### config.mk
export PLATFORM = sky130hd
export DESIGN_NAME = set_assoc_lru_writeback_cache_core
export DESIGN_NICKNAME = d
export VERILOG_FILES = /design/src/rtl/sawbc_pkg.sv /design/src/rtl/sawbc_ctrl.sv /design/src/rtl/sawbc_dp.sv /design/src/rtl/set_assoc_lru_writeback_cache_core.sv
export SDC_FILE = /design/constraint.sdc
export NUM_CORES = 2
export LEC_CHECK = 0
export BUFFER_PORTS_ARGS = -buffer_cell sky130_fd_sc_hd__buf_4
export CORE_MARGIN = 8
export CORE_UTILIZATION = 35
export CTS_BUF_LIST = sky130_fd_sc_hd__clkbuf_8 sky130_fd_sc_hd__clkbuf_16
export DETAILED_ROUTE_END_ITERATION = 8
export PLACE_DENSITY_LB_ADDON = 0.25
export SLEW_MARGIN = 10
export SYNTH_ARGS = -nofsm -noshare
export SYNTH_HDL_FRONTEND = slang
export SYNTH_SLANG_ARGS = --single-unit
export TNS_END_PERCENT = 30
### constraint.sdc
create_clock -name i_clk -period 8.9 [get_ports i_clk]
set_input_delay 1.335 -clock i_clk [delete_from_list [all_inputs] [get_ports i_clk]]
set_output_delay 1.335 -clock i_clk [all_outputs]
set_load 0.01 [all_outputs]
### src/rtl/sawbc_pkg.sv
package sawbc_pkg;

    // Default geometry
    localparam int DEF_CACHE_BYTES  = 1024;
    localparam int DEF_WAYS         = 2;
    localparam int DEF_BLOCK_BYTES  = 16;
    localparam int DEF_ADDRESS_BITS = 32;

    // Fixed field widths
    localparam int ADDR_W = 32;
    localparam int CNT_W  = 32;

    // Access kind carried on the input tuser bit
    localparam logic CMD_READ  = 1'b0;
    localparam logic CMD_WRITE = 1'b1;

    // Counter slots
    localparam int CNT_READ       = 0;
    localparam int CNT_READ_MISS  = 1;
    localparam int CNT_WRITE      = 2;
    localparam int CNT_WRITE_MISS = 3;
    localparam int CNT_WB         = 4;
    localparam int CNT_NUM        = 5;

    typedef enum logic [1:0] {
        ST_CLEAR,
        ST_IDLE,
        ST_LOOKUP
    } t_state;

    // Controller -> datapath
    typedef struct packed {
        logic clear;   // clear one set's state row
        logic load;    // capture item, read set
        logic commit;  // update set, counters, result
    } t_dp_cmd;

    // Datapath -> controller
    typedef struct packed {
        logic clear_last;
    } t_dp_sts;

endpackage

### src/rtl/sawbc_ctrl.sv
module sawbc_ctrl (
    input  logic               i_clk,
    input  logic               i_rst_n,
    input  logic               s_axis_tvalid,
    output logic               s_axis_tready,
    output logic               m_axis_tvalid,
    input  logic               m_axis_tready,
    input  sawbc_pkg::t_dp_sts i_sts,
    output sawbc_pkg::t_dp_cmd o_cmd
);
    import sawbc_pkg::*;

    t_state r_state, n_state;
    logic   r_out_valid, n_out_valid;

    always_ff @(posedge i_clk) begin
        if (!i_rst_n) begin
            r_state     <= ST_CLEAR;
            r_out_valid <= 1'b0;
        end else begin
            r_state     <= n_state;
            r_out_valid <= n_out_valid;
        end
    end

    always_comb begin
        n_state       = r_state;
        o_cmd         = '0;
        s_axis_tready = 1'b0;
        case (r_state)
            ST_CLEAR: begin
                o_cmd.clear = 1'b1;
                if (i_sts.clear_last) begin
                    n_state = ST_IDLE;
                end
            end
            ST_IDLE: begin
                s_axis_tready = 1'b1;
                if (s_axis_tvalid) begin
                    o_cmd.load = 1'b1;
                    n_state    = ST_LOOKUP;
                end
            end
            ST_LOOKUP: begin
                // finish only once the result slot is free or draining
                if (!r_out_valid || m_axis_tready) begin
                    o_cmd.commit = 1'b1;
                    n_state      = ST_IDLE;
                end
            end
            default: begin
                n_state = ST_CLEAR;
            end
        endcase
    end

    always_comb begin
        n_out_valid = r_out_valid;
        if (o_cmd.commit) begin
            n_out_valid = 1'b1;
        end else if (m_axis_tready) begin
            n_out_valid = 1'b0;
        end
    end

    assign m_axis_tvalid = r_out_valid;

endmodule

### src/rtl/sawbc_dp.sv
module sawbc_dp #(
    parameter int CACHE_BYTES  = sawbc_pkg::DEF_CACHE_BYTES,
    parameter int WAYS         = sawbc_pkg::DEF_WAYS,
    parameter int BLOCK_BYTES  = sawbc_pkg::DEF_BLOCK_BYTES,
    parameter int ADDRESS_BITS = sawbc_pkg::DEF_ADDRESS_BITS
) (
    input  logic                         i_clk,
    input  logic                         i_rst_n,
    input  sawbc_pkg::t_dp_cmd           i_cmd,
    output sawbc_pkg::t_dp_sts           o_sts,
    input  logic                         i_write,
    input  logic [sawbc_pkg::ADDR_W-1:0] i_addr,
    output logic                         o_hit,
    output logic                         o_fetch,
    output logic                         o_wb,
    output logic [sawbc_pkg::ADDR_W-1:0] o_wb_addr,
    output logic [sawbc_pkg::CNT_W-1:0]  o_read_total,
    output logic [sawbc_pkg::CNT_W-1:0]  o_read_miss_total,
    output logic [sawbc_pkg::CNT_W-1:0]  o_write_total,
    output logic [sawbc_pkg::CNT_W-1:0]  o_write_miss_total,
    output logic [sawbc_pkg::CNT_W-1:0]  o_writeback_total
);
    import sawbc_pkg::*;

    localparam int AW        = ADDRESS_BITS;
    localparam int OFF       = $clog2(BLOCK_BYTES);
    localparam int SETS_RAW  = CACHE_BYTES / (WAYS * BLOCK_BYTES);
    localparam int SET_COUNT = (SETS_RAW > 0) ? SETS_RAW : 1;
    localparam int SB        = $clog2(SET_COUNT);
    localparam int SIW       = (SB > 0) ? SB : 1;
    localparam int TW_RAW    = AW - OFF - SB;
    localparam int TW        = (TW_RAW > 0) ? TW_RAW : 1;
    localparam int AGW       = (WAYS > 1) ? $clog2(WAYS) : 1;
    localparam logic [AGW-1:0] AGE_OLD = AGW'(WAYS - 1);

    // Set memories: state row is cleared after reset, tag/fill rows are not
    logic [WAYS-1:0]          mem_valid [SET_COUNT];
    logic [WAYS-1:0]          mem_dirty [SET_COUNT];
    logic [WAYS-1:0][AGW-1:0] mem_age   [SET_COUNT];
    logic [WAYS-1:0][TW-1:0]  mem_tag   [SET_COUNT];
    logic [WAYS-1:0][AW-1:0]  mem_fill  [SET_COUNT];

    logic [SIW-1:0]           r_clr_idx;
    logic [SIW-1:0]           r_set;
    logic                     r_write;
    logic [AW-1:0]            r_addr;
    logic [WAYS-1:0]          r_rd_valid;
    logic [WAYS-1:0]          r_rd_dirty;
    logic [WAYS-1:0][AGW-1:0] r_rd_age;
    logic [WAYS-1:0][TW-1:0]  r_rd_tag;
    logic [WAYS-1:0][AW-1:0]  r_rd_fill;

    logic [CNT_W-1:0]         r_cnt [CNT_NUM];
    logic [AW-1:0]            r_victim;
    logic                     r_hit;
    logic                     r_wb;

    logic [SIW-1:0]           n_set;
    logic [TW-1:0]            cur_tag;
    logic [WAYS-1:0]          hit_vec, free_vec, old_vec;
    logic [WAYS-1:0]          hit_sel, free_sel, old_sel, way_sel;
    logic                     any_hit, any_free, victim_dirty;
    logic [AGW-1:0]           prior_age;
    logic [AW-1:0]            victim_fill;
    logic [WAYS-1:0]          n_valid, n_dirty;
    logic [WAYS-1:0][AGW-1:0] n_age;
    logic [WAYS-1:0][TW-1:0]  n_tag;
    logic [WAYS-1:0][AW-1:0]  n_fill;
    logic                     n_wb;
    logic [CNT_NUM-1:0]       cnt_inc;

    assign n_set   = SIW'(i_addr[AW-1:0] >> OFF) & SIW'(SET_COUNT - 1);
    assign cur_tag = TW'(r_addr >> (OFF + SB));

    // clearing pass index
    always_ff @(posedge i_clk) begin
        if (!i_rst_n) begin
            r_clr_idx <= '0;
        end else if (i_cmd.clear) begin
            r_clr_idx <= r_clr_idx + SIW'(1);
        end
    end
    assign o_sts.clear_last = (r_clr_idx == SIW'(SET_COUNT - 1));

    // item capture and registered set read
    always_ff @(posedge i_clk) begin
        if (i_cmd.load) begin
            r_write    <= i_write;
            r_addr     <= i_addr[AW-1:0];
            r_set      <= n_set;
            r_rd_valid <= mem_valid[n_set];
            r_rd_dirty <= mem_dirty[n_set];
            r_rd_age   <= mem_age[n_set];
            r_rd_tag   <= mem_tag[n_set];
            r_rd_fill  <= mem_fill[n_set];
        end
    end

    // way selection: hit, else lowest free way, else oldest way (way 0 fallback)
    always_comb begin
        for (int k = 0; k < WAYS; k++) begin
            hit_vec[k]  = r_rd_valid[k] && (r_rd_tag[k] == cur_tag);
            free_vec[k] = !r_rd_valid[k];
            old_vec[k]  = (r_rd_age[k] == AGE_OLD);
        end
        hit_sel  = hit_vec & (~hit_vec + WAYS'(1));
        free_sel = free_vec & (~free_vec + WAYS'(1));
        old_sel  = (|old_vec) ? (old_vec & (~old_vec + WAYS'(1))) : WAYS'(1);
        any_hit  = |hit_vec;
        any_free = |free_vec;
        if (any_hit) begin
            way_sel = hit_sel;
        end else if (any_free) begin
            way_sel = free_sel;
        end else begin
            way_sel = old_sel;
        end

        prior_age   = '0;
        victim_fill = '0;
        for (int k = 0; k < WAYS; k++) begin
            if (way_sel[k]) begin
                prior_age = prior_age | r_rd_age[k];
            end
            if (old_sel[k]) begin
                victim_fill = victim_fill | r_rd_fill[k];
            end
        end
        victim_dirty = |(old_sel & r_rd_dirty);
        n_wb         = !any_hit && !any_free && victim_dirty;

        n_valid = r_rd_valid;
        n_dirty = r_rd_dirty;
        n_tag   = r_rd_tag;
        n_fill  = r_rd_fill;
        n_age   = r_rd_age;
        for (int k = 0; k < WAYS; k++) begin
            if (r_rd_age[k] < prior_age) begin
                n_age[k] = r_rd_age[k] + AGW'(1);
            end
            if (way_sel[k]) begin
                n_age[k]   = '0;
                n_valid[k] = 1'b1;
                if (any_hit) begin
                    n_dirty[k] = r_rd_dirty[k] | (r_write == CMD_WRITE);
                end else begin
                    n_dirty[k] = (r_write == CMD_WRITE);
                    n_tag[k]   = cur_tag;
                    n_fill[k]  = r_addr;
                end
            end
        end
    end

    // set memory writes
    always_ff @(posedge i_clk) begin
        if (i_cmd.clear) begin
            mem_valid[r_clr_idx] <= '0;
            mem_dirty[r_clr_idx] <= '0;
            mem_age[r_clr_idx]   <= {WAYS{AGE_OLD}};
        end else if (i_cmd.commit) begin
            mem_valid[r_set] <= n_valid;
            mem_dirty[r_set] <= n_dirty;
            mem_age[r_set]   <= n_age;
        end
    end

    always_ff @(posedge i_clk) begin
        if (i_cmd.commit) begin
            mem_tag[r_set]  <= n_tag;
            mem_fill[r_set] <= n_fill;
        end
    end

    // saturating counters
    always_comb begin
        cnt_inc                 = '0;
        cnt_inc[CNT_READ]       = (r_write == CMD_READ);
        cnt_inc[CNT_READ_MISS]  = (r_write == CMD_READ) && !any_hit;
        cnt_inc[CNT_WRITE]      = (r_write == CMD_WRITE);
        cnt_inc[CNT_WRITE_MISS] = (r_write == CMD_WRITE) && !any_hit;
        cnt_inc[CNT_WB]         = n_wb;
    end

    always_ff @(posedge i_clk) begin
        if (!i_rst_n) begin
            for (int i = 0; i < CNT_NUM; i++) begin
                r_cnt[i] <= '0;
            end
            r_victim <= '0;
        end else if (i_cmd.commit) begin
            for (int i = 0; i < CNT_NUM; i++) begin
                if (cnt_inc[i] && (r_cnt[i] != '1)) begin
                    r_cnt[i] <= r_cnt[i] + CNT_W'(1);
                end
            end
            if (n_wb) begin
                r_victim <= victim_fill;
            end
        end
    end

    always_ff @(posedge i_clk) begin
        if (i_cmd.commit) begin
            r_hit <= any_hit;
            r_wb  <= n_wb;
        end
    end

    assign o_hit              = r_hit;
    assign o_fetch            = !r_hit;
    assign o_wb               = r_wb;
    assign o_wb_addr          = ADDR_W'(r_victim);
    assign o_read_total       = r_cnt[CNT_READ];
    assign o_read_miss_total  = r_cnt[CNT_READ_MISS];
    assign o_write_total      = r_cnt[CNT_WRITE];
    assign o_write_miss_total = r_cnt[CNT_WRITE_MISS];
    assign o_writeback_total  = r_cnt[CNT_WB];

endmodule

### src/rtl/set_assoc_lru_writeback_cache_core.sv
// An accepted item's set row is read into registers; the item is then updated and its result registered on commit.
// The core takes no new item until it has committed the last, owing to the read-modify-write of one set row.
// A result waiting on the output does not block the next item's set read.
// Reset (i_rst_n low, synchronous): counters and last victim address clear, then a
// clearing pass of one set per cycle (32 sets by default) with s_axis_tready low.
module set_assoc_lru_writeback_cache_core #(
    parameter int CACHE_BYTES  = sawbc_pkg::DEF_CACHE_BYTES,
    parameter int WAYS         = sawbc_pkg::DEF_WAYS,
    parameter int BLOCK_BYTES  = sawbc_pkg::DEF_BLOCK_BYTES,
    parameter int ADDRESS_BITS = sawbc_pkg::DEF_ADDRESS_BITS
) (
    input  logic         i_clk,
    input  logic         i_rst_n,
    input  logic         s_axis_tvalid,
    output logic         s_axis_tready,
    input  logic [31:0]  s_axis_tdata,   // [31:0] address
    input  logic         s_axis_tuser,   // [0] command (0 read, 1 write)
    output logic         m_axis_tvalid,
    input  logic         m_axis_tready,
    // [0] hit, [1] fetch_next_level, [2] writeback_needed, [34:3] victim_address,
    // [66:35] read_total, [98:67] read_miss_total, [130:99] write_total,
    // [162:131] write_miss_total, [194:163] writeback_total, [199:195] zero
    output logic [199:0] m_axis_tdata
);
    import sawbc_pkg::*;

    t_dp_cmd          dp_cmd;
    t_dp_sts          dp_sts;
    logic             hit, fetch, wb;
    logic [ADDR_W-1:0] wb_addr;
    logic [CNT_W-1:0] read_total, read_miss_total, write_total;
    logic [CNT_W-1:0] write_miss_total, writeback_total;

    // Sequencer: clearing pass, accept, lookup/update
    sawbc_ctrl u_ctrl (
        .i_clk         (i_clk),
        .i_rst_n       (i_rst_n),
        .s_axis_tvalid (s_axis_tvalid),
        .s_axis_tready (s_axis_tready),
        .m_axis_tvalid (m_axis_tvalid),
        .m_axis_tready (m_axis_tready),
        .i_sts         (dp_sts),
        .o_cmd         (dp_cmd)
    );

    // Set memories, way selection, LRU ages, counters and result registers
    sawbc_dp #(
        .CACHE_BYTES  (CACHE_BYTES),
        .WAYS         (WAYS),
        .BLOCK_BYTES  (BLOCK_BYTES),
        .ADDRESS_BITS (ADDRESS_BITS)
    ) u_dp (
        .i_clk              (i_clk),
        .i_rst_n            (i_rst_n),
        .i_cmd              (dp_cmd),
        .o_sts              (dp_sts),
        .i_write            (s_axis_tuser),
        .i_addr             (s_axis_tdata),
        .o_hit              (hit),
        .o_fetch            (fetch),
        .o_wb               (wb),
        .o_wb_addr          (wb_addr),
        .o_read_total       (read_total),
        .o_read_miss_total  (read_miss_total),
        .o_write_total      (write_total),
        .o_write_miss_total (write_miss_total),
        .o_writeback_total  (writeback_total)
    );

    // Result payload holds steady: counters and victim address only move on commit,
    // and commit waits until the previous item has been taken.
    assign m_axis_tdata = {5'b0, writeback_total, write_miss_total, write_total,
                           read_miss_total, read_total, wb_addr, wb, fetch, hit};

endmodule

==> flow_summary_export.csv <==
group,metric,value,unit
synthesis,synthCells,6756,
global_route,grt.overflow.total,0,
sta,period_minus_slack,5.32,ns
global_route,antenna_found_initial,19,
worst_setup_path,critical_path_class,"reg -> reg",
worst_setup_path,cp.required,9.56,ns
route,drt-total-wl,428000,µm
floorplan,die_y,687,µm
global_route,track_usage,17.6,%
synthesis,synth_area_per_cell,23.3,µm²
clocking,numCtsBuffers,419,
route,vias_per_cell,5.47,
layout,fin_cells,13500,
place,dpl.cell_count,12800,
sta,finClkSkew,0.0871,ns
synthesis,ys_seq_elements,4063,
sta,tns,0,ns
layout,drive_gt1_share,32.2,%
layout,layout_common_cells,"edfxtp_1, mux4_2, clkbuf_16, buf_4, nor2_1",
clocking,clkSinkCount,4063,
clocking,clock-root-buffer,"clkbuf_16",
synthesis,synth_area_leaders,"edfxtp_1, mux4_2, mux2_2, xor2_1, nor2_1",
synthesis,synth_top_area_cell,"edfxtp_1",
floorplan,fp.dieW,687,µm
synthesis,synth.top_cell.area_share,76.7,%
sta,slew_violations,0,
floorplan,core_area,448000,µm²
worst_setup_path,arrival,5.98,ns
clocking,htreeDepth,5,
clocking,clk_latency,0.98,ns
layout,final_nets,7275,
floorplan,die_area,472000,µm²
place,place.gp.congestion,0.779,
clocking,post-cts-setup-buffers,0,
synthesis,ys_seq_area_share,77.2,%
route,drt_iter0_drc,8365,
sta,setup_slack,3.58,ns
sta,relSlewSlack,21.4,%
synthesis,ys_warn_count,0,
floorplan,row_count,246,
route,wire_per_inst,31.6,µm
route,drc,0,
floorplan,ios,239,
sta,fmax,0.188,GHz
global_route,grt_pass1_vias,75800,
worst_setup_path,path_cells,"xor2_1 -> nor4_1 -> nand4_1 -> or3_1 -> nand3_4 -> buf_4 -> mux2_2",
synthesis,synth_edf_count,4023,
clocking,ctsResizeCount,0,
sta,hold_viol,0,
place,hpwl,219000,µm
synthesis,synth_ff_type,"edfxtp_1",
worst_setup_path,crit_fanout,32,
worst_setup_path,critical-path-top-delay-family,"simple AND/OR/NAND/NOR gates",
worst_setup_path,path_buf_inv,1,
clocking,clk_pin_slew_worst_paths,0.06,ns
power,ir_drop,0.000166,V
power,power,39.2,mW
run,maxCapViolCount,0,
sta,rsz0062_at_grt,"false",
worst_setup_path,worst_path_max_delay_cell,"edfxtp_1",
layout,layout_commonest_cell,"edfxtp_1",
synthesis,netlist_area,158000,µm²
synthesis,async_reset_ff_share,0,%
worst_setup_path,critPathMaxStageDelay,0.91,ns
worst_setup_path,worstSetupEndpointType,"register",
clocking,clockBufferDepth,4,
place,port_buffers,233,
layout,final.fill_count,38900,
worst_setup_path,startpoint_type,"register",
layout,area_growth,14.9,%
sta,timing.final.crit_share,59.8,%
route,via_count,74000,
hold_path,min_path_type,"reg -> reg",
floorplan,start_util,35.1,%
place,dpl_worst_slack,3.25,ns
power,power.leakage,55.6,nW
synthesis,ys_types,45,
power,powerDensity,217,nW/µm²
route,firstDrtPassIters,5,
route,ant_nets,0,
clocking,ctsHoldBuffers,0,
sta,finalSetupViolCount,0,
sta,tightest_slew,1.17,ns
sta,whs,0.481,ns
outcome,status,"finished clean",
global_route,grt_pass1_wl,595000,µm
global_route,grt_max_degree,131,
clocking,cts_tree,"yes",
==> tightest hold or removal path, cell delays in order, from the launching register on <==
cell and delay, ns:
dfxtp_1 0.32, nand2_1 0.06, mux2i_1 0.05
==> power breakdown <==
group	internal, mW	switching (mW)	total [mW]
Combinational	0.661	0.627	1.29
Clock	9.69	7.44	17.1
Sequential	20.8	0.0460	20.8
Total	31.1	8.11	39.2
==> final cells by class <==
cell class                 count  area (µm²)  share of cell area [%]
antenna                        4        10.0                 0.00553
clock buffer                 430       10700                    5.91
clock inverter               346        2740                    1.52
inverter                      13        48.8                  0.0270
multi-input combinational   2343       34900                    19.3
sequential                  4063      122000                    67.2
tap                         5952        7450                    4.11
timing repair buffer         391        3560                    1.97
==> synth_stat cells (all sizes together), types with 5 or more instances <==
cell type  number
edfxtp       4023
mux4         1160
nor2          260
mux2          226
clkbuf        213
buf           128
xor2          126
nand2         102
nand3          73
xnor2          68
nand4          53
dfxtp          40
mux2i          34
o221a          32
nor4           30
and3           20
and4           20
nor3           18
and2           15
o21ai          15
inv            13
nor2b          11
a21oi           9
nand2b          9
or3             9
ha              7
a21boi          6
or2             6
o21a            5
==> stage by stage <==
step	cell area, µm²	utilization, %
floorplan	158000	-
global placement	168000	37.4
detailed placement	168000	37.4
CTS	181000	40.4
global route	181000	40.4
finish	181000	40.4
==> path summary, 6_finish.rpt <==
path | cells after the start | from | slack, ns | endpoint
worst max-delay path | 7 | u_dp.r_addr[16]$_DFFE_PP_ | 3.58 | u_dp.mem_tag[19][8]$_DFFE_PP_
worst min-delay path | 2 | u_dp.o_wb_addr[31]$_SDFFE_PN0P_ | 0.48 | u_dp.o_wb_addr[31]$_SDFFE_PN0P_
worst max register to register | 7 | u_dp.r_addr[16]$_DFFE_PP_ | 3.58 | u_dp.mem_tag[19][8]$_DFFE_PP_
worst min register to register | 2 | u_dp.o_wb_addr[31]$_SDFFE_PN0P_ | 0.48 | u_dp.o_wb_addr[31]$_SDFFE_PN0P_
==> routing by layer <==
layer / GRT usage [%] / part of all wire [%] / routed length (µm)
met1: 23.9 / 41 / 175000
met2: 29.1 / 49 / 208000
met3: 3.20 / 7.2 / 31000
met4: 5.23 / 3.1 / 13300
met5: 0 / 0.017 / 72
==> sequential cells by signal, indices dropped and copies added, names as in the netlist <==
name	flops
u_dp.r_clr_idx	5
u_ctrl.r_state	2
u_dp.r_rd_tag	46
u_dp.mem_valid	64
u_dp.mem_tag	1472
u_dp.mem_dirty	64
u_dp.mem_age	64
u_dp.r_addr	32
u_dp.o_wb_addr	32
u_dp.r_rd_fill	64
u_dp.old_vec	2
u_dp.r_write	1
u_dp.r_rd_dirty	2
u_dp.o_wb	1
u_ctrl.m_axis_tvalid	1
u_dp.r_rd_valid	2
u_dp.o_hit	1
u_dp.mem_fill	2048
u_dp.r_cnt	160
==> kinds of logic (layout without fill, tap and decap cells) <==
family / count (synthesis) / after routing / synth area share, %
AOI/OAI and AO/OA: 77 / 77 / 0.412
xor gates and xnor gates: 194 / 194 / 1.08
adders and majority gates: 7 / 7 / 0.0556
buffers and inverters: 354 / 1180 / 0.910
DFF: 4063 / 4063 / 77.2
muxes: 1420 / 1420 / 18.4
other: 1 / 9 / 0.00238
and+or+nand+nor: 640 / 640 / 1.94
Power figures use the tool's default switching activity.
